### src/sv/ufr_pkg.sv
// Package with the types, codes and CRC function of the framed UART receiver.
package ufr_pkg;

    localparam int HEADER_BYTES  = 12;
    localparam int TRAILER_BYTES = 8;

    localparam logic [31:0] PREAMBLE   = 32'hAAEEAAEE;
    localparam logic [31:0] DELIMITER  = 32'hAEAEAEAE;
    localparam logic [31:0] CRC_INIT   = 32'hFFFFFFFF;
    localparam logic [31:0] CRC_POLY   = 32'hEDB88320;

    localparam logic [7:0] CHAR_D = 8'h64;
    localparam logic [7:0] CHAR_R = 8'h72;
    localparam logic [7:0] CHAR_C = 8'h63;
    localparam logic [7:0] CHAR_I = 8'h69;

    typedef enum logic [1:0] {
        OP_BYTE    = 2'd0,
        OP_TICK    = 2'd1,
        OP_TRIGGER = 2'd2,
        OP_RESET   = 2'd3
    } op_t;

    typedef enum logic [2:0] {
        REG_PAYLOAD_LENGTH  = 3'd0,
        REG_PIXEL_TYPE_SIZE = 3'd1,
        REG_MULTIPLEX_ROWS  = 3'd2,
        REG_COLUMN_COUNT    = 3'd3,
        REG_TIMEOUT_TICKS   = 3'd4
    } reg_idx_t;

    localparam logic [2:0] STATUS_IDLE_EVEN    = 3'd0;
    localparam logic [2:0] STATUS_IDLE_ODD     = 3'd1;
    localparam logic [2:0] STATUS_HEADER_DONE  = 3'd2;
    localparam logic [2:0] STATUS_PAYLOAD_DONE = 3'd3;
    localparam logic [2:0] STATUS_READY        = 3'd4;

    typedef struct packed {
        logic [15:0] payload_length;
        logic [7:0]  pixel_type_size;
        logic [7:0]  multiplex_rows;
        logic [7:0]  column_count;
        logic [15:0] timeout_ticks;
    } ufr_cfg_t;

    typedef struct packed {
        logic [2:0]  link_status;
        logic        payload_valid;
        logic [7:0]  payload_byte;
        logic [15:0] payload_offset;
        logic        frame_release;
        logic        new_id_valid;
        logic [7:0]  new_id;
    } ufr_result_t;

    // Reflected CRC-32, one byte per call.
    function automatic logic [31:0] crc32_byte(input logic [31:0] crc, input logic [7:0] b);
        logic [31:0] c;
        c = crc ^ {24'd0, b};
        for (int i = 0; i < 8; i++) begin
            c = c[0] ? ((c >> 1) ^ CRC_POLY) : (c >> 1);
        end
        return c;
    endfunction

endpackage

### src/sv/ufr_cfg.sv
// APB configuration registers of the framed UART receiver.
module ufr_cfg (
    input  logic              aclk,
    input  logic              aresetn,
    input  logic              psel,
    input  logic              penable,
    input  logic              pwrite,
    input  logic [4:0]        paddr,
    input  logic [31:0]       pwdata,
    output logic [31:0]       prdata,
    output logic              pready,
    output ufr_pkg::ufr_cfg_t cfg
);
    import ufr_pkg::*;

    ufr_cfg_t cfg_reg;
    ufr_cfg_t cfg_next;
    logic     wr_en;
    reg_idx_t idx;

    assign pready = 1'b1;
    assign wr_en  = psel && penable && pwrite;
    assign idx    = reg_idx_t'(paddr[4:2]);
    assign cfg    = cfg_reg;

    always_comb begin
        cfg_next = cfg_reg;
        if (wr_en) begin
            unique case (idx)
                REG_PAYLOAD_LENGTH:  cfg_next.payload_length  = pwdata[15:0];
                REG_PIXEL_TYPE_SIZE: cfg_next.pixel_type_size = pwdata[7:0];
                REG_MULTIPLEX_ROWS:  cfg_next.multiplex_rows  = pwdata[7:0];
                REG_COLUMN_COUNT:    cfg_next.column_count    = pwdata[7:0];
                REG_TIMEOUT_TICKS:   cfg_next.timeout_ticks   = pwdata[15:0];
                default:             cfg_next = cfg_reg;
            endcase
        end
    end

    always_comb begin
        unique case (idx)
            REG_PAYLOAD_LENGTH:  prdata = {16'd0, cfg_reg.payload_length};
            REG_PIXEL_TYPE_SIZE: prdata = {24'd0, cfg_reg.pixel_type_size};
            REG_MULTIPLEX_ROWS:  prdata = {24'd0, cfg_reg.multiplex_rows};
            REG_COLUMN_COUNT:    prdata = {24'd0, cfg_reg.column_count};
            REG_TIMEOUT_TICKS:   prdata = {16'd0, cfg_reg.timeout_ticks};
            default:             prdata = 32'd0;
        endcase
    end

    always_ff @(posedge aclk) begin
        if (!aresetn) begin
            cfg_reg.payload_length  <= 16'd0;
            cfg_reg.pixel_type_size <= 8'd2;
            cfg_reg.multiplex_rows  <= 8'd16;
            cfg_reg.column_count    <= 8'd64;
            cfg_reg.timeout_ticks   <= 16'd1000;
        end else begin
            cfg_reg <= cfg_next;
        end
    end

endmodule

### src/sv/ufr_core.sv
// Frame parser: phase, counters, CRC and header/trailer store, updated once per beat.
module ufr_core (
    input  logic                 aclk,
    input  logic                 aresetn,
    input  logic                 step,
    input  logic [1:0]           operation,
    input  logic [7:0]           rx_byte,
    input  ufr_pkg::ufr_cfg_t    cfg,
    output ufr_pkg::ufr_result_t result
);
    import ufr_pkg::*;

    typedef enum logic [1:0] {
        PH_HEADER, PH_PAYLOAD, PH_TRAILER, PH_READY
    } phase_t;

    typedef enum logic [1:0] {
        KIND_DATA, KIND_RAW, KIND_SETID
    } kind_t;

    phase_t      phase_reg, phase_next, enter_ph;
    kind_t       kind_reg, kind_next;
    logic        parity_reg, parity_next;
    logic [15:0] count_reg, count_next, count_inc;
    logic [15:0] ticks_reg, ticks_next, ticks_sat;
    logic [31:0] crc_reg, crc_next, crc_upd;
    logic [7:0]  id_reg, id_next;
    logic [7:0]  store_reg [HEADER_BYTES];
    logic [7:0]  store_next [HEADER_BYTES];
    logic        store_wr;
    logic        do_idle, do_enter;
    logic [31:0] word0, word1, word2;
    logic        delim_ok, crc_ok;
    op_t         op;

    assign op        = op_t'(operation);
    assign count_inc = count_reg + 16'd1;
    assign crc_upd   = crc32_byte(crc_reg, rx_byte);
    assign ticks_sat = (ticks_reg == 16'hFFFF) ? ticks_reg : ticks_reg + 16'd1;

    // Store as it looks with the current byte written, so the last byte joins the check.
    always_comb begin
        store_next = store_reg;
        store_wr   = (op == OP_BYTE) && (phase_reg == PH_HEADER || phase_reg == PH_TRAILER)
                     && (count_reg < 16'(HEADER_BYTES));
        if (store_wr) begin
            store_next[count_reg[3:0]] = rx_byte;
        end
    end

    assign word0    = {store_next[0], store_next[1], store_next[2], store_next[3]};
    assign word1    = {store_next[4], store_next[5], store_next[6], store_next[7]};
    assign word2    = {store_next[8], store_next[9], store_next[10], store_next[11]};
    assign delim_ok = (word1 == DELIMITER);
    assign crc_ok   = (word0 == ~crc_reg);

    always_comb begin
        phase_next  = phase_reg;
        kind_next   = kind_reg;
        parity_next = parity_reg;
        count_next  = count_reg;
        ticks_next  = ticks_reg;
        crc_next    = crc_reg;
        id_next     = id_reg;
        do_idle     = 1'b0;
        do_enter    = 1'b0;
        enter_ph    = PH_HEADER;
        result      = '0;

        unique case (op)
            OP_BYTE: begin
                unique case (phase_reg)
                    PH_HEADER: begin
                        crc_next   = crc_upd;
                        count_next = count_inc;
                        if (count_inc >= 16'(HEADER_BYTES)) begin
                            do_idle = 1'b1;
                            if (word0 == PREAMBLE) begin
                                if (store_next[5] == CHAR_D &&
                                    (store_next[4] == CHAR_D || store_next[4] == CHAR_R)) begin
                                    if ({store_next[6], store_next[7]} == cfg.payload_length &&
                                        store_next[8] == cfg.pixel_type_size &&
                                        store_next[9] == cfg.multiplex_rows &&
                                        store_next[10] == cfg.column_count &&
                                        store_next[11] == 8'd0) begin
                                        do_idle   = 1'b0;
                                        do_enter  = 1'b1;
                                        kind_next = (store_next[4] == CHAR_D) ? KIND_DATA
                                                                               : KIND_RAW;
                                        enter_ph  = (cfg.payload_length == 16'd0) ? PH_TRAILER
                                                                                  : PH_PAYLOAD;
                                    end
                                end else if (store_next[5] == CHAR_C &&
                                             store_next[4] == CHAR_I) begin
                                    if ({store_next[6], store_next[7]} == 16'd1 &&
                                        word2 == 32'd0) begin
                                        do_idle   = 1'b0;
                                        do_enter  = 1'b1;
                                        kind_next = KIND_SETID;
                                        enter_ph  = PH_PAYLOAD;
                                    end
                                end
                            end
                        end
                    end
                    PH_PAYLOAD: begin
                        if (kind_reg == KIND_SETID) begin
                            id_next  = rx_byte;
                            crc_next = crc_upd;
                            do_enter = 1'b1;
                            enter_ph = PH_TRAILER;
                        end else begin
                            result.payload_valid  = 1'b1;
                            result.payload_byte   = rx_byte;
                            result.payload_offset = count_reg;
                            if (kind_reg == KIND_DATA) begin
                                crc_next = crc_upd;
                            end
                            count_next = count_inc;
                            if (count_inc >= cfg.payload_length) begin
                                do_enter = 1'b1;
                                enter_ph = PH_TRAILER;
                            end
                        end
                    end
                    PH_TRAILER: begin
                        count_next = count_inc;
                        if (count_inc >= 16'(TRAILER_BYTES)) begin
                            priority if (delim_ok && kind_reg == KIND_RAW) begin
                                do_enter = 1'b1;
                                enter_ph = PH_READY;
                            end else if (delim_ok && crc_ok && kind_reg == KIND_DATA) begin
                                do_enter = 1'b1;
                                enter_ph = PH_READY;
                            end else if (delim_ok && crc_ok && kind_reg == KIND_SETID) begin
                                result.new_id_valid = 1'b1;
                                result.new_id       = id_reg;
                                parity_next         = ~parity_reg;
                                do_idle             = 1'b1;
                            end else begin
                                do_idle = 1'b1;
                            end
                        end
                    end
                    PH_READY: begin
                        // Bytes are dropped while a frame waits for its trigger.
                    end
                    default: begin
                    end
                endcase
            end
            OP_TICK: begin
                ticks_next = ticks_sat;
                if (ticks_sat >= cfg.timeout_ticks) begin
                    do_idle = 1'b1;
                end
            end
            OP_TRIGGER: begin
                if (phase_reg == PH_READY) begin
                    result.frame_release = 1'b1;
                    parity_next          = ~parity_reg;
                    do_idle              = 1'b1;
                end
            end
            OP_RESET: begin
                do_idle = 1'b1;
            end
            default: begin
            end
        endcase

        if (do_idle) begin
            phase_next = PH_HEADER;
            count_next = 16'd0;
            ticks_next = 16'd0;
            crc_next   = CRC_INIT;
        end else if (do_enter) begin
            phase_next = enter_ph;
            count_next = 16'd0;
            ticks_next = 16'd0;
        end

        unique case (phase_next)
            PH_PAYLOAD: result.link_status = STATUS_HEADER_DONE;
            PH_TRAILER: result.link_status = STATUS_PAYLOAD_DONE;
            PH_READY:   result.link_status = STATUS_READY;
            default:    result.link_status = parity_next ? STATUS_IDLE_ODD : STATUS_IDLE_EVEN;
        endcase
    end

    always_ff @(posedge aclk) begin
        if (!aresetn) begin
            phase_reg  <= PH_HEADER;
            kind_reg   <= KIND_DATA;
            parity_reg <= 1'b0;
            count_reg  <= 16'd0;
            ticks_reg  <= 16'd0;
            crc_reg    <= CRC_INIT;
            id_reg     <= 8'd0;
        end else if (step) begin
            phase_reg  <= phase_next;
            kind_reg   <= kind_next;
            parity_reg <= parity_next;
            count_reg  <= count_next;
            ticks_reg  <= ticks_next;
            crc_reg    <= crc_next;
            id_reg     <= id_next;
        end
    end

    // The store has no reset; every entry read by a check was written in the same phase.
    always_ff @(posedge aclk) begin
        if (step) begin
            store_reg <= store_next;
        end
    end

endmodule

### src/sv/uart_frame_receiver_top.sv
// A beat is held in the input register, then its result in the output register that drives m_*.
// One beat per cycle while m_ready drains the result register; the parser state updates once per beat.
// While a result waits, the input register can still take one beat; the input stalls once
// a result is waiting and a beat is already held.
// Reset (aresetn low, synchronous): both channels empty, parser idle with even parity,
// CRC preset, configuration registers back to their defaults.
module uart_frame_receiver_top (
    input  logic        aclk,
    input  logic        aresetn,
    input  logic        s_valid,
    output logic        s_ready,
    input  logic [1:0]  s_operation,
    input  logic [7:0]  s_rx_byte,
    output logic        m_valid,
    input  logic        m_ready,
    output logic [2:0]  m_link_status,
    output logic        m_payload_valid,
    output logic [7:0]  m_payload_byte,
    output logic [15:0] m_payload_offset,
    output logic        m_frame_release,
    output logic        m_new_id_valid,
    output logic [7:0]  m_new_id,
    input  logic        psel,
    input  logic        penable,
    input  logic        pwrite,
    input  logic [4:0]  paddr,
    input  logic [31:0] pwdata,
    output logic [31:0] prdata,
    output logic        pready
);
    import ufr_pkg::*;

    logic        in_valid_reg, in_valid_next;
    logic [1:0]  in_op_reg;
    logic [7:0]  in_byte_reg;
    logic        out_valid_reg, out_valid_next;
    ufr_result_t out_reg;
    ufr_result_t result;
    ufr_cfg_t    cfg;
    logic        advance;

    ufr_cfg u_cfg (
        .aclk    (aclk),
        .aresetn (aresetn),
        .psel    (psel),
        .penable (penable),
        .pwrite  (pwrite),
        .paddr   (paddr),
        .pwdata  (pwdata),
        .prdata  (prdata),
        .pready  (pready),
        .cfg     (cfg)
    );

    ufr_core u_core (
        .aclk      (aclk),
        .aresetn   (aresetn),
        .step      (advance),
        .operation (in_op_reg),
        .rx_byte   (in_byte_reg),
        .cfg       (cfg),
        .result    (result)
    );

    // A held beat moves on whenever the result register is free or being emptied.
    assign advance = in_valid_reg && (!out_valid_reg || m_ready);
    assign s_ready = !in_valid_reg || advance;

    always_comb begin
        in_valid_next = in_valid_reg;
        if (s_valid && s_ready) begin
            in_valid_next = 1'b1;
        end else if (advance) begin
            in_valid_next = 1'b0;
        end
        out_valid_next = out_valid_reg;
        if (advance) begin
            out_valid_next = 1'b1;
        end else if (m_ready) begin
            out_valid_next = 1'b0;
        end
    end

    always_ff @(posedge aclk) begin
        if (!aresetn) begin
            in_valid_reg  <= 1'b0;
            out_valid_reg <= 1'b0;
        end else begin
            in_valid_reg  <= in_valid_next;
            out_valid_reg <= out_valid_next;
        end
    end

    always_ff @(posedge aclk) begin
        if (s_valid && s_ready) begin
            in_op_reg   <= s_operation;
            in_byte_reg <= s_rx_byte;
        end
        if (advance) begin
            out_reg <= result;
        end
    end

    assign m_valid          = out_valid_reg;
    assign m_link_status    = out_reg.link_status;
    assign m_payload_valid  = out_reg.payload_valid;
    assign m_payload_byte   = out_reg.payload_byte;
    assign m_payload_offset = out_reg.payload_offset;
    assign m_frame_release  = out_reg.frame_release;
    assign m_new_id_valid   = out_reg.new_id_valid;
    assign m_new_id         = out_reg.new_id;

endmodule

### config.mk
export PLATFORM = sky130hd
export DESIGN_NAME = uart_frame_receiver_top
export DESIGN_NICKNAME = d
export VERILOG_FILES = /design/src/sv/ufr_pkg.sv /design/src/sv/ufr_cfg.sv /design/src/sv/ufr_core.sv /design/src/sv/uart_frame_receiver_top.sv
export SDC_FILE = /design/constraint.sdc
export NUM_CORES = 1
export LEC_CHECK = 0
export BUFFER_PORTS_ARGS = -buffer_cell sky130_fd_sc_hd__clkbuf_2
export CAP_MARGIN = 20
export CORE_MARGIN = 2
export CORE_UTILIZATION = 40
export CTS_BUF_LIST = sky130_fd_sc_hd__clkbuf_4 sky130_fd_sc_hd__clkbuf_8
export DETAILED_ROUTE_END_ITERATION = 12
export GPL_ROUTABILITY_DRIVEN = 1
export GPL_TIMING_DRIVEN = 1
export HOLD_SLACK_MARGIN = 0.12
export PLACE_DENSITY = 0.64
export SYNTH_ARGS = -nofsm -noshare
export SYNTH_HDL_FRONTEND = slang
export SYNTH_HIERARCHICAL = 1
export SYNTH_SLANG_ARGS = --single-unit
### constraint.sdc
create_clock -name aclk -period 23.2 [get_ports aclk]
set_input_delay 4.64 -clock aclk [delete_from_list [all_inputs] [get_ports aclk]]
set_output_delay 4.64 -clock aclk [all_outputs]
set_load 0.05 [all_outputs]
==> impl_metrics.tcl, run 1 <==
set metrics [dict create \
    p_per_area_mw_per_mm2 58.7 \
    r2r-start "u_core/count_reg[9]" \
    fin_tns_setup_ns 0 \
    die_x_um 220 \
    outcome "completed" \
    final_nets 2236 \
    rsz0062_at_grt "false" \
    dr.pass1.iters 6 \
    hold_path_startpoint "u_cfg/cfg[11]" \
    syn_inst 2095 \
    cts.htree.levels 2 \
    total_leakage_power_nw 7.69 \
    clk_latency_ns 0.66 \
    synthFlopType "edfxtp_1" \
    grt_max_degree 77 \
    port_buffers 91 \
    syn_area_mm2 0.0186 \
    vias_per_cell 5.94 \
    wl_per_cell_um 22.0 \
    gp_congestion 0.951 \
    cts_tree "yes" \
    largest_register_ffs 96 \
    worst_pin_slew_ns 1.09 \
    grt_usage_pct 25.0 \
    cp_max_fo 22 \
    end_kind "output port" \
    wl_mm 61.3 \
    setup_viol 0 \
    yosys.area.top_type_share_pct 23.3 \
    drt_drc_violations_left 0 \
    cts_sinks 279 \
    cts_root_buf "clkbuf_8" \
    grt_pass1_vias 15400 \
    hold_buffers 0 \
    clk_pin_slew_worst_paths_ns 0.06 \
    final.period_utilization_pct 47.4 \
    hold_class "reg2reg" \
    post_cts_buffers 0 \
    cts_buffer_depth 3 \
    synth_area_leaders "edfxtp_1 (23%), dfxtp_1 (15%), mux2i_1 (5.4%), nand2_1 (5.3%), nor2b_1 (3.9%)" \
    cp_data_arrival_time_ns 6.36 \
    critPathRequiredTime_ns 18.56 \
    post-synth-top-count-cell "nand2_1" \
    crit_path_frequent_cell "clkbuf_2" \
    start_util_pct 40.7 \
    maxSlewViolCount 0 \
    finalCoreUtilization_pct 44.8 \
    worstPathCellList "clkbuf_2 > or2_1 > or3b_1 > o221ai_1 > clkbuf_2" \
    core_mm2 0.0457 \
    syn_to_final_growth_pct 9.96 \
    antenna_found_initial 0 \
    crit_path_top_delay_cell "or2_1" \
    cp-startpoint "paddr[3]" \
    max_freq_ghz 0.0909 \
    grt_overflow 0 \
    num_rows 78 \
    drtIter0Drc 1991 \
    cp_slowest_stage_delay_ns 0.54 \
    die_area_mm2 0.0482 \
    numCtsBuffers 52 \
    yosys.area.top_type "edfxtp_1" \
    rr_worst_depth 15 \
    antenna_left 0 \
    syn_area_per_cell_um2 8.87 \
    skew_ns 0.0252 \
    post-route-min-period_ns 11.00 \
    synth_common_cells "nand2_1 (264), edfxtp_1 (144), dfxtp_1 (135)" \
    maxSlewHeadroom_pct 26.9 \
    die_y_um 220 \
    ys_seq_area_share_pct 37.8 \
    vias 16600 \
    min_path_cells 2 \
    crit_type "in2out" \
    io_pins 127 \
    yosys_warnings 6 \
    ir_drop_mv 0.0332 \
    maxCapViolCount 0 \
    synth_cell_types 105 \
    regToRegSetupSlack_ns 16.47 \
    ctsResizeCount 0 \
    dp_hpwl_mm 42.6 \
    ys_ff_latch 279 \
    critPathLaunchType "primary input" \
    finalHoldViolCount 0 \
    async_flop_share_pct 0 \
    synth_edf_count 144 \
    layout-drive-gt1-share_pct 14.1 \
    grt_pass1_wl_mm 92.8 \
]
## cell families (layout without fill, tap and decap cells)
family                     Yosys count  count (layout)  synth area share [%]
and+or+nand+nor                    880             880                  25.4
AOI/OAI and AO/OA                  424             424                  16.4
DFF                                279             279                  37.8
buffers and inverters              244             320                  6.06
muxes                              122             122                  6.74
xor gates and xnor gates           104             104                  4.90
adders and majority gates           40              40                  2.69
other                                2              18                0.0404
## placed cells by master (no fill, tap or decap), types with 73 or more instances in the layout
cell type / count
o21ai_0: 80
xnor2_1: 73
mux2i_1: 100
nand2_1: 264
nor2b_1: 116
inv_1: 100
dfxtp_1: 135
clkbuf_2: 90
edfxtp_1: 144
nor2_1: 130
## report_power, final
part           internal [W]  switching, W  leakage (nW)
combinational     0.0000506      0.000110          4.86
sequential         0.000531     0.0000121          2.27
clock              0.000273      0.000224         0.564
## final timing paths
kind | end
setup reg to reg | m_link_status[0]
setup / recovery | prdata[3]
hold reg to reg | u_cfg/cfg[11]
hold / removal | u_cfg/cfg[11]
## worst max-delay path: cells and delay by family
kind	cells	cell delay [ns]
buffers and inverters	2	0.67
AO/OA/AOI/OAI	1	0.08
AND/OR/NAND/NOR	2	0.97
## cell type report
cell class | count | area [um^2]
multi-input combinational | 1587 | 10500
inverter | 101 | 379
sequential | 279 | 7030
fill | 4476 | 25200
clock inverter | 25 | 170
clock buffer | 73 | 898
tap | 600 | 751
timing repair buffer | 121 | 683
antenna | 1 | 2.50
## per-layer routing
metal / track usage, % / routed length, um / share of wire [%]
met1: 36.3 / 27600 / 45
met2: 37.7 / 26600 / 43
met3: 4.38 / 5430 / 8.9
met4: 7.76 / 1640 / 2.7
met5: 0 / 0 / 0
## stage by stage
step	hold WS [ns]	std cells	total power, W	worst slack (ns)	instance area (um^2)
final	0.478	2787	0.00120	12.20	20400
after global routing	0.492	2786	0.00124	12.08	20400
after CTS	0.477	2786	0.00121	12.21	20400
after detailed placement	0.469	2688	0.000710	12.21	19400
after global placement	0.461	2688	0.000708	12.23	19400
after floorplan	0.446	2110	0.000670	9.71	18600
(Power assumes the default switching activity.)
==> run 2: changes to the inputs <==
==> constraint.sdc (replaced) <==
create_clock -name aclk -period 10.6 [get_ports aclk]
set_input_delay 2.12 -clock aclk [delete_from_list [all_inputs] [get_ports aclk]]
set_output_delay 2.12 -clock aclk [all_outputs]
set_load 0.05 [all_outputs]
==> run 2 against run 1 <==
Net effect:
- power up 130%
- die area unchanged
- combinational power up 120%
- largest cell class unchanged
- critical path depth up 10
- sequential share of layout area down 0.27 points
- clock power up 150%
- count of clock-buffer cells in the layout down 3
==> impl_metrics.tcl, run 2 (synthesized netlist as in run 1, its figures left out) <==
set metrics [dict create \
    post_cts_buffers 0 \
    grt_max_degree 78 \
    final_common_cell "nand2_1" \
    hold_ws_ns 0.477 \
    skew_ns 0.0482 \
    top_layer "met4" \
    port_buffers 91 \
    critPathLaunchType "flop" \
    total_leakage_power_nw 7.77 \
    route.met3.wl_mm 5.81 \
    reg2reg_to "m_link_status[0]" \
    min_to "u_cfg/cfg[14]" \
    largest_register_ffs 96 \
    cp_data_arrival_time_ns 7.10 \
    max_freq_ghz 0.149 \
    grt_overflow 0 \
    regToRegSetupSlack_ns 3.90 \
    dr.pass1.iters 5 \
    outcome "completed" \
    crit_type "reg2reg" \
    die_y_um 220 \
    layout-drive-gt1-share_pct 14.4 \
    p_comb_share_pct 12.7 \
    die_area_mm2 0.0482 \
    cts_tree "yes" \
    final_nets 2237 \
    wl_met2_mm 25.9 \
    finalCoreUtilization_pct 45.1 \
    p_per_area_mw_per_mm2 134 \
    cts_buffer_depth 3 \
    hold_class "reg2reg" \
    drtIter0Drc 2104 \
    cts.htree.levels 2 \
    cp_max_fo 44 \
    maxSlewHeadroom_pct 33.8 \
    start_util_pct 40.7 \
    vias_per_cell 5.98 \
    cts_root_buf "clkbuf_8" \
    dpl_worst_slack_ns 4.16 \
    wl_mm 61.1 \
    switching_share_pct 27.6 \
    min_path_cells 2 \
    core_mm2 0.0457 \
    end_kind "flop" \
    ctsResizeCount 0 \
    fin_ws_ns 3.90 \
    syn_to_final_growth_pct 10.8 \
    post-route-min-period_ns 6.70 \
    critPathRequiredTime_ns 11.01 \
    drt_drc_violations_left 0 \
    rsz0062_at_grt "false" \
    power_w 0.00277 \
    vias 16700 \
    num_rows 78 \
    dp_hpwl_mm 42.6 \
    io_pins 127 \
    drt-met1-wl_mm 27.2 \
    grt_pass1_vias 15400 \
    setup_viol 0 \
    numCtsBuffers 50 \
    grt_pass1_wl_mm 92.3 \
    clk_latency_ns 0.66 \
    cts_sinks 279 \
    ir_drop_mv 0.0683 \
    die_x_um 220 \
    maxSlewViolCount 0 \
    clockPowerShare_pct 44.3 \
    finalHoldViolCount 0 \
    antenna_left 0 \
    r2r-start "u_core/count_reg[9]" \
    hold_path_startpoint "u_cfg/cfg[14]" \
    seqPwrFrac_pct 43.0 \
    p_int_w 0.00200 \
    grt_usage_pct 25.0 \
    layout_common_cells "nand2_1 (264), edfxtp_1 (144), dfxtp_1 (135)" \
    hold_buffers 0 \
    wl_per_cell_um 21.9 \
    maxCapViolCount 0 \
    rr_worst_depth 15 \
    fin_tns_setup_ns 0 \
    clk_pin_slew_worst_paths_ns 0.06 \
    final.period_utilization_pct 63.2 \
    antenna_found_initial 2 \
    switchingPower_w 0.000762 \
    worst_pin_slew_ns 0.993 \
    gp_congestion 0.939 \
]
run 2: changes by cell type in the layout (fill, tap and decap cells not counted), sizes merged:
cell      before  now
clkbuf       163  160
inv          100  102
bufinv         2    8
buf           31   34
clkinv        21   14
clkinvlp       3    1
run 2: power by group through the flow:
stage / combinational (W) / clock [W] / sequential (W)
finish: 0.000352 / 0.00122 / 0.00119
floorplan: 0.000231 / 0 / 0.00123
CTS: 0.000345 / 0.00125 / 0.00119
detailed placement: 0.000343 / 0 / 0.00121
global route: 0.000374 / 0.00130 / 0.00119
global placement: 0.000340 / 0 / 0.00121
run 2: final cells by class:
class / instances / area, um^2
inverters: 101 / 379
clock inverters: 24 / 328
multi-input cells: 1587 / 10500
clock buffers: 70 / 870
well taps: 600 / 751
repair buffers: 124 / 713
diodes: 1 / 2.50
flip-flops and latches: 279 / 7030
fillers: 4371 / 25100
run 2: stage by stage:
stage                     cell area (um^2)  instances
final                                20600       2786
after global routing                 20600       2786
after CTS                            20600       2784
after detailed placement             19400       2690
after global placement               19400       2690
after floorplan                      18700       2110
run 2: worst max-delay path by stage:
stage | startpoint | end | slack [ns] | cells past startpoint
6_report | u_core/count_reg[9] | m_link_status[0] | 3.90 | 15
5_1_grt | u_core/count_reg[8] | m_link_status[0] | 3.73 | 15
4_1_cts | u_core/count_reg[8] | m_link_status[0] | 4.15 | 15
3_5_place_dp | u_core/count_reg[8] | m_link_status[0] | 4.16 | 15
3_3_place_gp | u_core/count_reg[8] | m_link_status[0] | 4.23 | 15
2_1_floorplan | m_ready | u_core/crc_reg[29] | 2.78 | 8
run 2: worst max-delay path, stage by stage, from the launching register on:
cell and delay, ns:
dfxtp_1 0.45, nor4_4 0.67, nand3_2 0.66, buf_4 0.55
o211ai_1 0.24, o311ai_1 0.26, a2111oi_0 0.85, nand4_1 0.27
nor4_4 0.43, a32oi_1 0.24, o21ai_1 0.44, nand2_1 0.35
a41o_1 0.34, a21o_1 0.17, ha_1 0.18, mux2_2 0.26
run 2: per-layer routing:
layer  vias to the layer above  GRT usage [%]
met5                         -              0
met4                         0           10.1
met3                       147           4.54
met2                       834           36.5
met1                      7985           36.1
li1                       7693              -
